$ cat config.mk
export PLATFORM = sky130hd
export DESIGN_NAME = ipv4_port_text_validator
export DESIGN_NICKNAME = d
export VERILOG_FILES = /design/src/rtl/ipv4pv_pkg.sv /design/src/rtl/ipv4pv_core.sv /design/src/rtl/ipv4_port_text_validator.sv
export SDC_FILE = /design/constraint.sdc
export NUM_CORES = 1
export LEC_CHECK = 0
export BUFFER_PORTS_ARGS = -buffer_cell sky130_fd_sc_hd__buf_4
export CAP_MARGIN = 20
export CELL_PAD_IN_SITES_DETAIL_PLACEMENT = 1
export CELL_PAD_IN_SITES_GLOBAL_PLACEMENT = 2
export CORE_MARGIN = 2
export CORE_UTILIZATION = 35
export DETAILED_ROUTE_END_ITERATION = 10
export PLACE_DENSITY_LB_ADDON = 0.2
export SLEW_MARGIN = 20
export SYNTH_ARGS = -nofsm -noshare
export SYNTH_HDL_FRONTEND = slang
export SYNTH_HIERARCHICAL = 1
export SYNTH_SLANG_ARGS = --single-unit
$ cat constraint.sdc
create_clock -name clk -period 3.5 [get_ports clk]
set_input_delay 0.35 -clock clk [delete_from_list [all_inputs] [get_ports clk]]
set_output_delay 0.35 -clock clk [all_outputs]
set_load 0.02 [all_outputs]
$ cat src/rtl/ipv4pv_pkg.sv
package ipv4pv_pkg;

  localparam logic [7:0] CHAR_DOT   = 8'h2E;
  localparam logic [7:0] CHAR_COLON = 8'h3A;
  localparam logic [7:0] CHAR_ZERO  = 8'h30;
  localparam logic [7:0] CHAR_NINE  = 8'h39;

  localparam int unsigned VALUE_W = 17;

  localparam logic [VALUE_W-1:0] OCTET_MAX = 17'd255;
  localparam logic [VALUE_W-1:0] PORT_MAX  = 17'd65535;
  localparam logic [VALUE_W-1:0] VALUE_CAP = 17'd65536;

  localparam logic [2:0] DOT_SAT    = 3'd7;
  localparam logic [1:0] COLON_SAT  = 2'd3;
  localparam logic [2:0] NUMBER_SAT = 3'd7;

  localparam logic [2:0] DOTS_NEEDED    = 3'd3;
  localparam logic [1:0] COLONS_NEEDED  = 2'd1;
  localparam logic [2:0] NUMBERS_NEEDED = 3'd5;
  localparam logic [2:0] OCTET_FIELDS   = 3'd5;

  typedef struct packed {
    logic [7:0] char_code;
    logic       last_char;
  } item_t;

endpackage

$ cat src/rtl/ipv4pv_core.sv
module ipv4pv_core (
  input  logic                clk,
  input  logic                rst,
  input  logic                step,
  input  ipv4pv_pkg::item_t   item,
  output logic                verdict
);
  import ipv4pv_pkg::*;

  logic [2:0]         dot_count;
  logic [1:0]         colon_count;
  logic [2:0]         number_count;
  logic [VALUE_W-1:0] field_value;
  logic               at_start;
  logic               prev_was_separator;
  logic               prev_was_zero;
  logic               rejected;

  logic [2:0]         dot_count_next;
  logic [1:0]         colon_count_next;
  logic [2:0]         number_count_next;
  logic [VALUE_W-1:0] field_value_next;
  logic               at_start_next;
  logic               prev_was_separator_next;
  logic               prev_was_zero_next;
  logic               rejected_next;

  logic               is_digit;
  logic               is_dot;
  logic               is_colon;
  logic               is_sep;
  logic [7:0]         digit_val;
  logic [20:0]        scaled;

  assign is_digit  = (item.char_code >= CHAR_ZERO) && (item.char_code <= CHAR_NINE);
  assign is_dot    = item.char_code == CHAR_DOT;
  assign is_colon  = item.char_code == CHAR_COLON;
  assign is_sep    = is_dot || is_colon;
  assign digit_val = item.char_code - CHAR_ZERO;
  // value * 10 + digit, as (v << 3) + (v << 1)
  assign scaled    = {1'b0, field_value, 3'b000} + {3'b000, field_value, 1'b0}
                   + {13'd0, digit_val};

  always_comb begin
    dot_count_next          = dot_count;
    colon_count_next        = colon_count;
    number_count_next       = number_count;
    field_value_next        = field_value;
    at_start_next           = at_start;
    prev_was_separator_next = prev_was_separator;
    prev_was_zero_next      = prev_was_zero;
    rejected_next           = rejected;
    if (!rejected) begin
      if ((at_start || prev_was_separator) && is_digit && number_count != NUMBER_SAT) begin
        number_count_next = number_count + 3'd1;
      end
      if (is_sep) begin
        if (is_dot && dot_count != DOT_SAT) begin
          dot_count_next = dot_count + 3'd1;
        end
        if (is_colon && colon_count != COLON_SAT) begin
          colon_count_next = colon_count + 2'd1;
        end
        // colon ahead of the third dot
        if (dot_count_next < DOTS_NEEDED && colon_count_next != 2'd0) begin
          rejected_next = 1'b1;
        end
        if (number_count_next == 3'd0) begin
          rejected_next = 1'b1;
        end
        if (number_count_next < OCTET_FIELDS && field_value > OCTET_MAX) begin
          rejected_next = 1'b1;
        end
        field_value_next = '0;
      end else if (!is_digit) begin
        rejected_next = 1'b1;
      end else if (!at_start && field_value == '0 && prev_was_zero) begin
        rejected_next = 1'b1;
      end else begin
        field_value_next = (scaled > {4'd0, VALUE_CAP}) ? VALUE_CAP : scaled[VALUE_W-1:0];
      end
      at_start_next           = 1'b0;
      prev_was_separator_next = is_sep;
      prev_was_zero_next      = item.char_code == CHAR_ZERO;
    end
  end

  assign verdict = !rejected_next && field_value_next <= PORT_MAX
                && dot_count_next == DOTS_NEEDED && colon_count_next == COLONS_NEEDED
                && number_count_next == NUMBERS_NEEDED;

  always_ff @(posedge clk) begin
    if (rst || (step && item.last_char)) begin
      dot_count          <= '0;
      colon_count        <= '0;
      number_count       <= '0;
      field_value        <= '0;
      at_start           <= 1'b1;
      prev_was_separator <= 1'b0;
      prev_was_zero      <= 1'b0;
      rejected           <= 1'b0;
    end else if (step) begin
      dot_count          <= dot_count_next;
      colon_count        <= colon_count_next;
      number_count       <= number_count_next;
      field_value        <= field_value_next;
      at_start           <= at_start_next;
      prev_was_separator <= prev_was_separator_next;
      prev_was_zero      <= prev_was_zero_next;
      rejected           <= rejected_next;
    end
  end

  a_value_capped: assert property (@(posedge clk) disable iff (rst)
    field_value <= VALUE_CAP)
    else $error("field value above cap");

  a_clear_after_last: assert property (@(posedge clk) disable iff (rst)
    step && item.last_char |=> at_start && !rejected && dot_count == 3'd0
                               && number_count == 3'd0)
    else $error("state not cleared after last item");

  a_rejected_sticks: assert property (@(posedge clk) disable iff (rst)
    rejected && step && !item.last_char |=> rejected)
    else $error("rejection lost within string");

  a_rejected_fails: assert property (@(posedge clk) disable iff (rst)
    rejected |-> !verdict)
    else $error("rejected string passes");

endmodule

$ cat src/rtl/ipv4_port_text_validator.sv
// channel  | signals                                  | direction
// ---------+------------------------------------------+----------
// in       | in_valid, in_ready, char_code, last_char | into block
// out      | out_valid, out_ready, address_valid      | out of block
//
// One item per cycle sustained unless a stalled verdict holds stage one; a verdict
// is registered as its last item leaves stage one. Stage one registers the item,
// stage two updates the string state and loads the verdict register. rst is
// synchronous and returns the block to an empty string. A stalled verdict holds
// stage one only when it also carries a last item; other items keep flowing.
module ipv4_port_text_validator (
  input  logic       clk,
  input  logic       rst,
  input  logic       in_valid,
  output logic       in_ready,
  input  logic [7:0] char_code,
  input  logic       last_char,
  output logic       out_valid,
  input  logic       out_ready,
  output logic       address_valid
);
  import ipv4pv_pkg::*;

  logic  s1_valid;
  item_t s1_item;
  logic  s1_advance;
  logic  verdict;

  assign s1_advance = s1_valid && (!s1_item.last_char || !out_valid || out_ready);
  assign in_ready   = !s1_valid || s1_advance;

  always_ff @(posedge clk) begin
    if (rst) begin
      s1_valid <= 1'b0;
    end else if (in_ready) begin
      s1_valid <= in_valid;
    end
    if (in_ready && in_valid) begin
      s1_item.char_code <= char_code;
      s1_item.last_char <= last_char;
    end
  end

  ipv4pv_core u_core (
    .clk     (clk),
    .rst     (rst),
    .step    (s1_advance),
    .item    (s1_item),
    .verdict (verdict)
  );

  always_ff @(posedge clk) begin
    if (rst) begin
      out_valid <= 1'b0;
    end else if (s1_advance && s1_item.last_char) begin
      out_valid <= 1'b1;
    end else if (out_ready) begin
      out_valid <= 1'b0;
    end
    if (s1_advance && s1_item.last_char) begin
      address_valid <= verdict;
    end
  end

endmodule
After elaboration in Yosys (flattened, before gate mapping):

Cells that the tools add are included.

* register bits after elaboration: 41
* input bits: 13

* add/subtract/negate cells: 6
* magnitude comparators: 7
* bitwise logic cells: 1
* reduce and logical (&&, ||, !) cells: 32
* equal/unequal tests: 9
* multiplexer cells: 27

Operators with widths (count)
* two-way mux 17 bit: 5
* == test 8 x 6 -> 1 bit (second input constant): 3
* two-way mux 3 bit: 8
* adder 20 x 18 -> 21 bit: 1
* adder 21 x 8 -> 21 bit: 1
* > comparator 21 x 17 -> 1 bit (second input constant): 1
* > comparator 17 x 8 -> 1 bit (second input constant): 1
* less-or-equal comparator 17 x 16 -> 1 bit (second input constant): 1
* zero test 17 bit: 1
* logical AND 1 bit: 16
* two-way mux 2 bit: 5
* two-way mux 1 bit: 9
* >= comparator 8 x 6 -> 1 bit (second input constant): 1
* less-or-equal comparator 8 x 6 -> 1 bit (second input constant): 1
* subtractor 8 x 6 -> 8 bit (second input constant): 1
* adder 3 x 1 -> 3 bit (second input constant): 2
* logical OR 1 bit: 6
* inequality test 3 bit (second input constant): 2
* zero test 1 bit: 5
* nonzero test 2 bit: 2
* == test 3 x 2 -> 1 bit (second input constant): 1
* == test 3 bit (second input constant): 1
* zero test 3 bit: 1
* less-than comparator 3 x 2 -> 1 bit (second input constant): 1
* other kinds (6): 6

Logic depth before layout (Yosys ltp):

Gate-level depths: netlist (run 1).

* word-level depth: 17
* depth in mapped cells: 13
* depth with buffers taken out: 12

Hierarchy:

Netlist (run 1), hierarchy kept.

Modules (own cells, without submodules)
* ipv4pv_core: area each 2921.6 sq um, instances 1, cells an instance 357
* ipv4_port_text_validator: area each 404.1 sq um, instances 1, cells an instance 22

Worst setup path before layout (run 1):

OpenSTA, ideal clock, no wires.

* path type: reg2reg
* start point: register s1_item[5] in the netlist's numbering
* end point: register u_core.field_value[5]
* cell stages (with the launch flop): 13
* library setup time: 0.067 ns
* setup slack: -0.103 ns
* period minus slack after synthesis: 3.603 ns
* buffers on the path: 1
* data arrival time: 3.535 ns
* path through: edfxtp_1 -> ha_1 -> xnor2_1 -> fa_1 -> ha_1 -> o211a_1 -> a221o_2 -> o211a_1 -> or3_4 -> a2111oi_2 -> a21oi_2 -> buf_6 -> o21ai_2

* longest elaborated chain between the ends: 8
* elaborated cells on any way between the ends: 14
* classes of those cells: add/sub: 2; order compare: 3; eq/ne: 2; mux: 5; reduce/logical: 2

RTL lines
* start, declared: line ipv4_port_text_validator.sv:25 `item_t s1_item;`
* subtractor 8 x 6 -> 8 bit: line ipv4pv_core.sv:39 `assign digit_val = item.char_code - CHAR_ZERO;`
* adder 21 x 8 -> 21 bit: line ipv4pv_core.sv:42 `+ {13'd0, digit_val};`
* > comparator 21 x 17 -> 1 bit: line ipv4pv_core.sv:80 `field_value_next = (scaled > {4'd0, VALUE_CAP}) ? VALUE_CAP : scaled[VALUE_W-1:0];`
* two-way mux 17 bit: line ipv4pv_core.sv:80
* two-way mux 17 bit: line ipv4pv_core.sv:77 `end else if (!at_start && field_value == '0 && prev_was_zero) begin`
* two-way mux 17 bit: line ipv4pv_core.sv:75 `end else if (!is_digit) begin`
* two-way mux 17 bit (*): line ipv4pv_core.sv:57 `if (is_sep) begin`
* two-way mux 17 bit (*): line ipv4pv_core.sv:53 `if (!rejected) begin`
* end signal, assigned: line ipv4pv_core.sv:106 `field_value <= field_value_next;`
* end, declared: line ipv4pv_core.sv:13 `logic [VALUE_W-1:0] field_value;`

Mark *: on every way between the ends. The rest lies on a longest branch, timed or not.
A chain may end at the register's enable or synchronous reset.

Worst setup path after layout (run 1):

* start point: register s1_item[6] in the netlist's numbering
* end point: register u_core.field_value[2]

The elaborated chain is that of the path after synthesis.

==> results.py, run 1 <==
metrics = {
    "final_layout": {
        "area_growth_pct": 28.07,
        "final_cell_mix": "buf_4, nand2_1, nor2_1, dfxtp_1, ha_1",
        "final_cell_area_mm2": 0.004259,
        "layout_commonest_cell": "buf_4",
        "num-fill-cells": 1091,
        "layout-drive-gt1-share_pct": 27.58,
        "nets": 500,
        "diodes": 0,
    },
    "logic_synthesis": {
        "synthMuxAreaShare_pct": 1.843,
        "synthCells": 379,
        "synth_area_leaders": "dfxtp_1, ha_1, edfxtp_1, nand2_1, fa_1",
        "synth_adder_area_share_pct": 17.46,
        "synthArstFlopShare_pct": 0,
        "ys_types": 66,
        "synth_xor_area_share_pct": 3.424,
        "synth_area_leader_cell": "dfxtp_1",
        "yosysTopAreaCellShare_pct": 18.66,
        "synthSimpleGateAreaFrac_pct": 23.02,
        "synth_top_family_by_area": "compound AO/OA/AOI/OAI gates",
        "synth-compound-area-share_pct": 23.93,
        "synth_nets": 434,
        "synth-edff-count": 10,
        "yosysWarnings": 6,
        "ys_ff_latch": 41,
        "ys_seq_area_share_pct": 27.69,
        "netlist_area_mm2": 0.003326,
        "syn_avg_cell_area_um2": 8.775,
        "yosys_most_used_dff": "dfxtp_1",
    },
    "hold_path": {
        "hp-class": "in2reg",
        "min_to": "s1_item[7]$_DFFE_PP_",
        "min_delay_path_depth": 1,
        "worstHoldStart": "char_code[6]",
    },
    "die": {
        "start_util_pct": 35.99,
        "die_h_um": 101.5,
        "die-area_mm2": 0.01030,
        "pin_count": 16,
        "core_mm2": 0.009240,
        "die_w_um": 101.5,
        "rows": 35,
    },
    "sta": {
        "maxSlewHeadroom_pct": 32.27,
        "fin_crit_sh_pct": 105.6,
        "rsz0062_at_grt": "yes",
        "finalSetupTns_ns": -2.741,
        "final-hold-violation-count": 0,
        "finalWorstSetupSlack_ns": -0.1963,
        "report.final.slew_viol_count": 0,
        "worst_pin_slew_ns": 1.012,
        "fmax_ghz": 0.2705,
        "fin_crit_ns": 3.696,
        "finalClockSkew_ns": 0.01070,
        "setup_violations": 18,
    },
    "critical_path": {
        "r2r_slack_ns": -0.20,
        "path_max_fanout": 7,
        "worstSetupStartpointType": "flop",
        "required_ns": 3.72,
        "reg2reg_depth": 12,
        "worstPathArrival_ns": 3.92,
        "critical_path_class": "reg2reg",
        "r2r-start": "s1_item[6]$_DFFE_PP_",
        "worstSetupEndpointType": "flop",
        "timing.rr.end": "u_core/field_value[2]$_SDFFE_PP0P_",
    },
    "drt": {
        "drt_pass1_iterations": 4,
        "vias_per_cell": 5.487,
        "ant_nets": 0,
        "avgRoutedWirePerCell_um": 17.38,
        "routed_wl_mm": 9.991,
        "drtIter0Drc": 128,
        "post-route-drc-count": 0,
        "vias": 3155,
    },
    "run_status": {
        "violations": "setup timing",
        "outcome": "finished with violations",
    },
    "cts": {
        "clock_sinks": 41,
        "holdBufCountCts": 0,
        "htreeDepth": 2,
        "clk_latency_ns": 0.29,
        "path_clk_slew_ns": 0.08,
        "clockBufferDepth": 2,
        "cts_buffers": 5,
        "cts_tree": "done",
        "root_buffer": "clkbuf_8",
    },
    "place": {
        "dp_hpwl_mm": 7.942,
        "numPortBuffers": 15,
        "gp_congestion": 0.8225,
        "placed_area_mm2": 0.003935,
    },
    "pwr": {
        "ir_drop_mv": 0.2081,
        "powerDensity_mw_per_mm2": 226.4,
        "power_w": 0.0009642,
        "leakage_nw": 1.842,
    },
    "grt": {
        "grt_pass1_wl_mm": 17.14,
        "grt.total_usage_pct": 20.95,
        "antenna_found_initial": 0,
        "first_global_vias": 3358,
        "grt_overflow": 0,
        "grt_max_degree": 17,
    },
    "job": {
        "drv_cap": 0,
    },
}
-- state kept, by name (all words and copies together), names as in the netlist --
| signal | cells |
|---|---|
| u_core/prev_was_zero | 1 |
| address_valid | 1 |
| u_core/at_start | 1 |
| u_core/number_count | 3 |
| s1_valid | 1 |
| s1_item | 9 |
| u_core/rejected | 1 |
| u_core/dot_count | 3 |
| u_core/colon_count | 2 |
| out_valid | 1 |
| u_core/prev_was_separator | 1 |
| u_core/field_value | 17 |
-- final cells by class --
| class | count | area, um2 | share of cell area (%) |
|---|---|---|---|
| well taps | 129 | 161.4 | 3.790 |
| repair buffers | 68 | 530.5 | 12.46 |
| clock buffers | 7 | 86.33 | 2.027 |
| clock inverters | 1 | 7.507 | 0.1763 |
| inverters | 10 | 37.54 | 0.8813 |
| multi-input cells | 319 | 2515 | 59.05 |
| flip-flops and latches | 41 | 920.9 | 21.62 |
-- cells in the mapped netlist (6+ instances only) --
library cell	count
nand2_1	39
ha_1	36
dfxtp_1	31
nor2_1	31
a21oi_1	23
o21ai_0	16
nand4_1	14
nand3_1	11
edfxtp_1	10
inv_1	10
o21ai_2	10
xnor2_1	9
a21o_1	8
nor3_1	7
o211ai_1	7
and3_1	6
fa_1	6
nor4_1	6
or3_1	6
-- repair_timing --
action                                  4_1_cts  5_1_grt
pin swaps                                    20       18
gates cloned                                  1        0
endpoints found under the setup margin       18       18
buffers inserted                              5        4
resized for setup                            17       12
-- worst max path at each step --
| stage | start | endpoint | cells after the start |
|---|---|---|---|
| after floorplan | s1_item[5]$_DFFE_PP_ | u_core/field_value[5]$_SDFFE_PP0P_ | 13 |
| after global placement | s1_item[5]$_DFFE_PP_ | u_core/field_value[6]$_SDFFE_PP0P_ | 12 |
| after detailed placement | s1_item[5]$_DFFE_PP_ | u_core/field_value[11]$_SDFFE_PP0P_ | 13 |
| after CTS | s1_item[6]$_DFFE_PP_ | u_core/field_value[2]$_SDFFE_PP0P_ | 13 |
| after global routing | s1_item[6]$_DFFE_PP_ | u_core/field_value[2]$_SDFFE_PP0P_ | 12 |
| final | s1_item[6]$_DFFE_PP_ | u_core/field_value[2]$_SDFFE_PP0P_ | 12 |
-- routing by layer --
layer	share of wire, %	vias to the layer above	track usage [%]
met4	0.44	0	3.015
li1	-	1576	-
met2	48	23	34.64
met3	2.2	5	2.484
met1	49	1551	30.08
met5	0	-	0
-- worst max-delay path, stage by stage (launching register included) --
cell	delay, ns
edfxtp_1	0.46
ha_4	0.30
inv_2	0.04
fa_1	0.51
ha_4	0.19
a211o_1	0.27
a221o_2	0.42
o211a_1	0.24
or3_4	0.38
a2111oi_4	0.37
a21oi_4	0.15
buf_12	0.17
o21ai_2	0.12
-- through the flow --
stage          worst slack (ns)  hold slack [ns]  std cells  utilization [%]
2_1_floorplan         0.0007239           0.4191        379                -
3_3_place_gp            -0.2003           0.4515        558            42.59
3_5_place_dp            -0.2680           0.4602        558            42.59
4_1_cts                 -0.1771           0.2184        572            45.10
5_1_grt                 -0.3047           0.2193        575            46.09
6_report                -0.1963           0.2311        575            46.09
-- power breakdown --
group | internal (W) | total (W) | switching, W
logic | 0.0000592 | 0.000130 | 0.0000709
clock network | 0.000160 | 0.000328 | 0.000168
registers | 0.000495 | 0.000506 | 0.0000106
total | 0.000715 | 0.000964 | 0.000249
-- cells by family (layout without fill, tap and decap cells) --
kind of cell               count (synthesis)  after routing
xor gates and xnor gates                  13             13
AOI/OAI and AO/OA                        110            110
DFF                                       41             41
adders and majority gates                 43             43
buffers and inverters                     19             86
and+or+nand+nor                          147            147
muxes                                      6              6
(Power assumes the default switching activity.)
==> run 2: changes to the inputs <==
- REMOVE_ABC_BUFFERS: not set -> 1
==> results.py, run 2 (same netlist as run 1, synthesis figures left out) <==
metrics = {
    "critical_path": {
        "max_stage_delay_ns": 0.58,
        "crit_chain": "ha_4, inv_2, fa_1, ha_4, o211a_1, a221o_2, o211a_1, or3_4, a2111oi_4, a21oi_4, buf_12, o21ai_2",
        "r2r-start": "s1_item[6]$_DFFE_PP_",
        "cp_slowest_cell": "fa_1",
        "worstPathArrival_ns": 3.96,
        "cp.buffers_inverters": 2,
        "worstSetupStartpointType": "flop",
        "critical_path_class": "reg2reg",
        "r2r_slack_ns": -0.24,
        "reg2reg_depth": 12,
        "required_ns": 3.72,
        "worstSetupEndpointType": "flop",
        "startpoint": "s1_item[6]$_DFFE_PP_",
        "path_max_fanout": 7,
        "critical_path.top_delay_family": "compound AO/OA/AOI/OAI gates",
        "timing.rr.end": "u_core/field_value[2]$_SDFFE_PP0P_",
    },
    "place": {
        "place_inst": 557,
        "dp_hpwl_mm": 8.060,
        "numPortBuffers": 15,
        "placed_area_mm2": 0.003897,
        "gp_congestion": 0.8391,
    },
    "sta": {
        "fin_crit_ns": 3.743,
        "setup_violations": 18,
        "final-hold-violation-count": 0,
        "fmax_ghz": 0.2672,
        "report.final.slew_viol_count": 0,
        "fin_crit_sh_pct": 106.9,
        "worst_pin_slew_ns": 1.030,
        "finalClockSkew_ns": 0.01665,
        "maxSlewHeadroom_pct": 31.07,
        "finalWorstSetupSlack_ns": -0.2425,
        "rsz0062_at_grt": "yes",
        "hold_slack_ns": 0.2300,
    },
    "die": {
        "pin_count": 16,
        "rows": 35,
        "die-area_mm2": 0.01030,
        "die_h_um": 101.5,
        "start_util_pct": 35.99,
        "core_mm2": 0.009240,
        "die_w_um": 101.5,
    },
    "pwr": {
        "p_int_w": 0.0006993,
        "seq_power_share_pct": 53.3,
        "leakage_nw": 1.861,
        "comb_power_share_pct": 14.3,
        "ir_drop_mv": 0.1670,
        "power_switching_w": 0.0002498,
        "switching_share_pct": 26.32,
        "power_w": 0.0009491,
        "p_clk_share_pct": 32.4,
        "powerDensity_mw_per_mm2": 223.8,
    },
    "final_layout": {
        "largestRegisters": "u_core/field_value x17, s1_item x9",
        "diodes": 0,
        "seq_area_um2": 920.9,
        "multiInputGateArea_mm2": 0.002466,
        "area_growth_pct": 27.50,
        "num-fill-cells": 1092,
        "final_cell_area_mm2": 0.004240,
        "nets": 502,
        "largest_register_ffs": 17,
        "final_cell_mix": "buf_4, nand2_1, ha_1",
        "layout_commonest_cell": "buf_4",
        "largest_register": "u_core/field_value",
        "fin_util_pct": 45.89,
        "layout-drive-gt1-share_pct": 26.34,
        "fin_cells": 577,
    },
    "drt": {
        "m1WireLength_mm": 5.110,
        "wl_met2_mm": 4.885,
        "drtIter0Drc": 125,
        "drt_pass1_iterations": 4,
        "routed_wl_mm": 10.28,
        "top_layer_used": "met4",
        "wl_met3_um": 202,
        "vias_per_cell": 5.452,
        "ant_nets": 0,
        "avgRoutedWirePerCell_um": 17.81,
        "vias": 3146,
        "post-route-drc-count": 0,
    },
    "cts": {
        "clockBufferDepth": 2,
        "cts_buffers": 5,
        "holdBufCountCts": 0,
        "path_clk_slew_ns": 0.08,
        "cts_tree": "done",
        "root_buffer": "clkbuf_8",
        "clock_sinks": 41,
        "htreeDepth": 2,
        "clk_latency_ns": 0.30,
    },
    "run_status": {
        "outcome": "finished with violations",
        "violations": "setup timing",
    },
    "hold_path": {
        "hp-class": "in2reg",
        "min_delay_path_depth": 1,
        "worstHoldStart": "last_char",
        "min_to": "s1_item[0]$_DFFE_PP_",
    },
    "grt": {
        "grt_overflow": 0,
        "antenna_found_initial": 0,
        "grt_max_degree": 17,
        "grt_pass1_wl_mm": 16.91,
        "grt.total_usage_pct": 20.96,
        "first_global_vias": 3244,
    },
    "job": {
        "drv_cap": 0,
    },
}
run 2: cell types whose count changed in the layout (fill, tap and decap cells not counted), sizes merged:
cell / before / now
clkinv: 0 / 1
buf: 68 / 70
clkinvlp: 1 / 0
run 2: how the worst max path moves through the flow:
stage                                                     end  slack, ns  depth (start not counted)
final                      u_core/field_value[2]$_SDFFE_PP0P_      -0.24                         12
after global routing       u_core/field_value[6]$_SDFFE_PP0P_      -0.37                         14
after CTS                  u_core/field_value[1]$_SDFFE_PP0P_      -0.18                         13
after detailed placement   u_core/field_value[1]$_SDFFE_PP0P_      -0.33                         12
after global placement     u_core/field_value[5]$_SDFFE_PP0P_      -0.28                         12
after floorplan           u_core/field_value[10]$_SDFFE_PP0P_      -0.22                         11
run 2: what timing repair did:
action	in CTS	in global routing
setup endpoints to repair	18	18
pin swaps	16	14
buffers inserted	10	2
gates resized for setup	22	9
run 2: stage by stage:
stage / worst slack, ns / TNS (ns)
detailed placement: -0.3349 / -4.606
finish: -0.2425 / -3.381
global placement: -0.2842 / -3.551
floorplan: -0.2188 / -2.285
CTS: -0.1769 / -2.003
global route: -0.3703 / -5.839
run 2: area by class of cell:
cell class / instances / share of cell area (%)
inverter: 10 / 0.8852
timing repair buffer: 70 / 13.51
multi-input combinational: 319 / 58.16
sequential: 41 / 21.72
tap: 129 / 3.806
clock buffer: 7 / 1.800
clock inverter: 1 / 0.1180
run 2: worst register-to-register path: cells and delay by family, from the launching register on:
kind | cells | cell delay (ns)
buf+inv | 2 | 0.21
compound gates | 6 | 1.52
flops | 1 | 0.47
simple gates | 1 | 0.38
fa+ha+maj | 3 | 1.11
run 2: power groups by stage:
stage	Combinational, W	Sequential (W)	Clock [W]
5_1_grt	0.000149	0.000508	0.000335
6_report	0.000136	0.000506	0.000307
3_3_place_gp	0.000116	0.000516	0
3_5_place_dp	0.000118	0.000517	0
4_1_cts	0.000130	0.000506	0.000316
2_1_floorplan	0.0000647	0.000515	0
run 2: routing by layer:
layer / global-route usage (%) / up-vias
met4: 3.326 / 0
met3: 3.244 / 9
met2: 35.05 / 27
met5: 0 / -
met1: 29.16 / 1530
li1: - / 1580
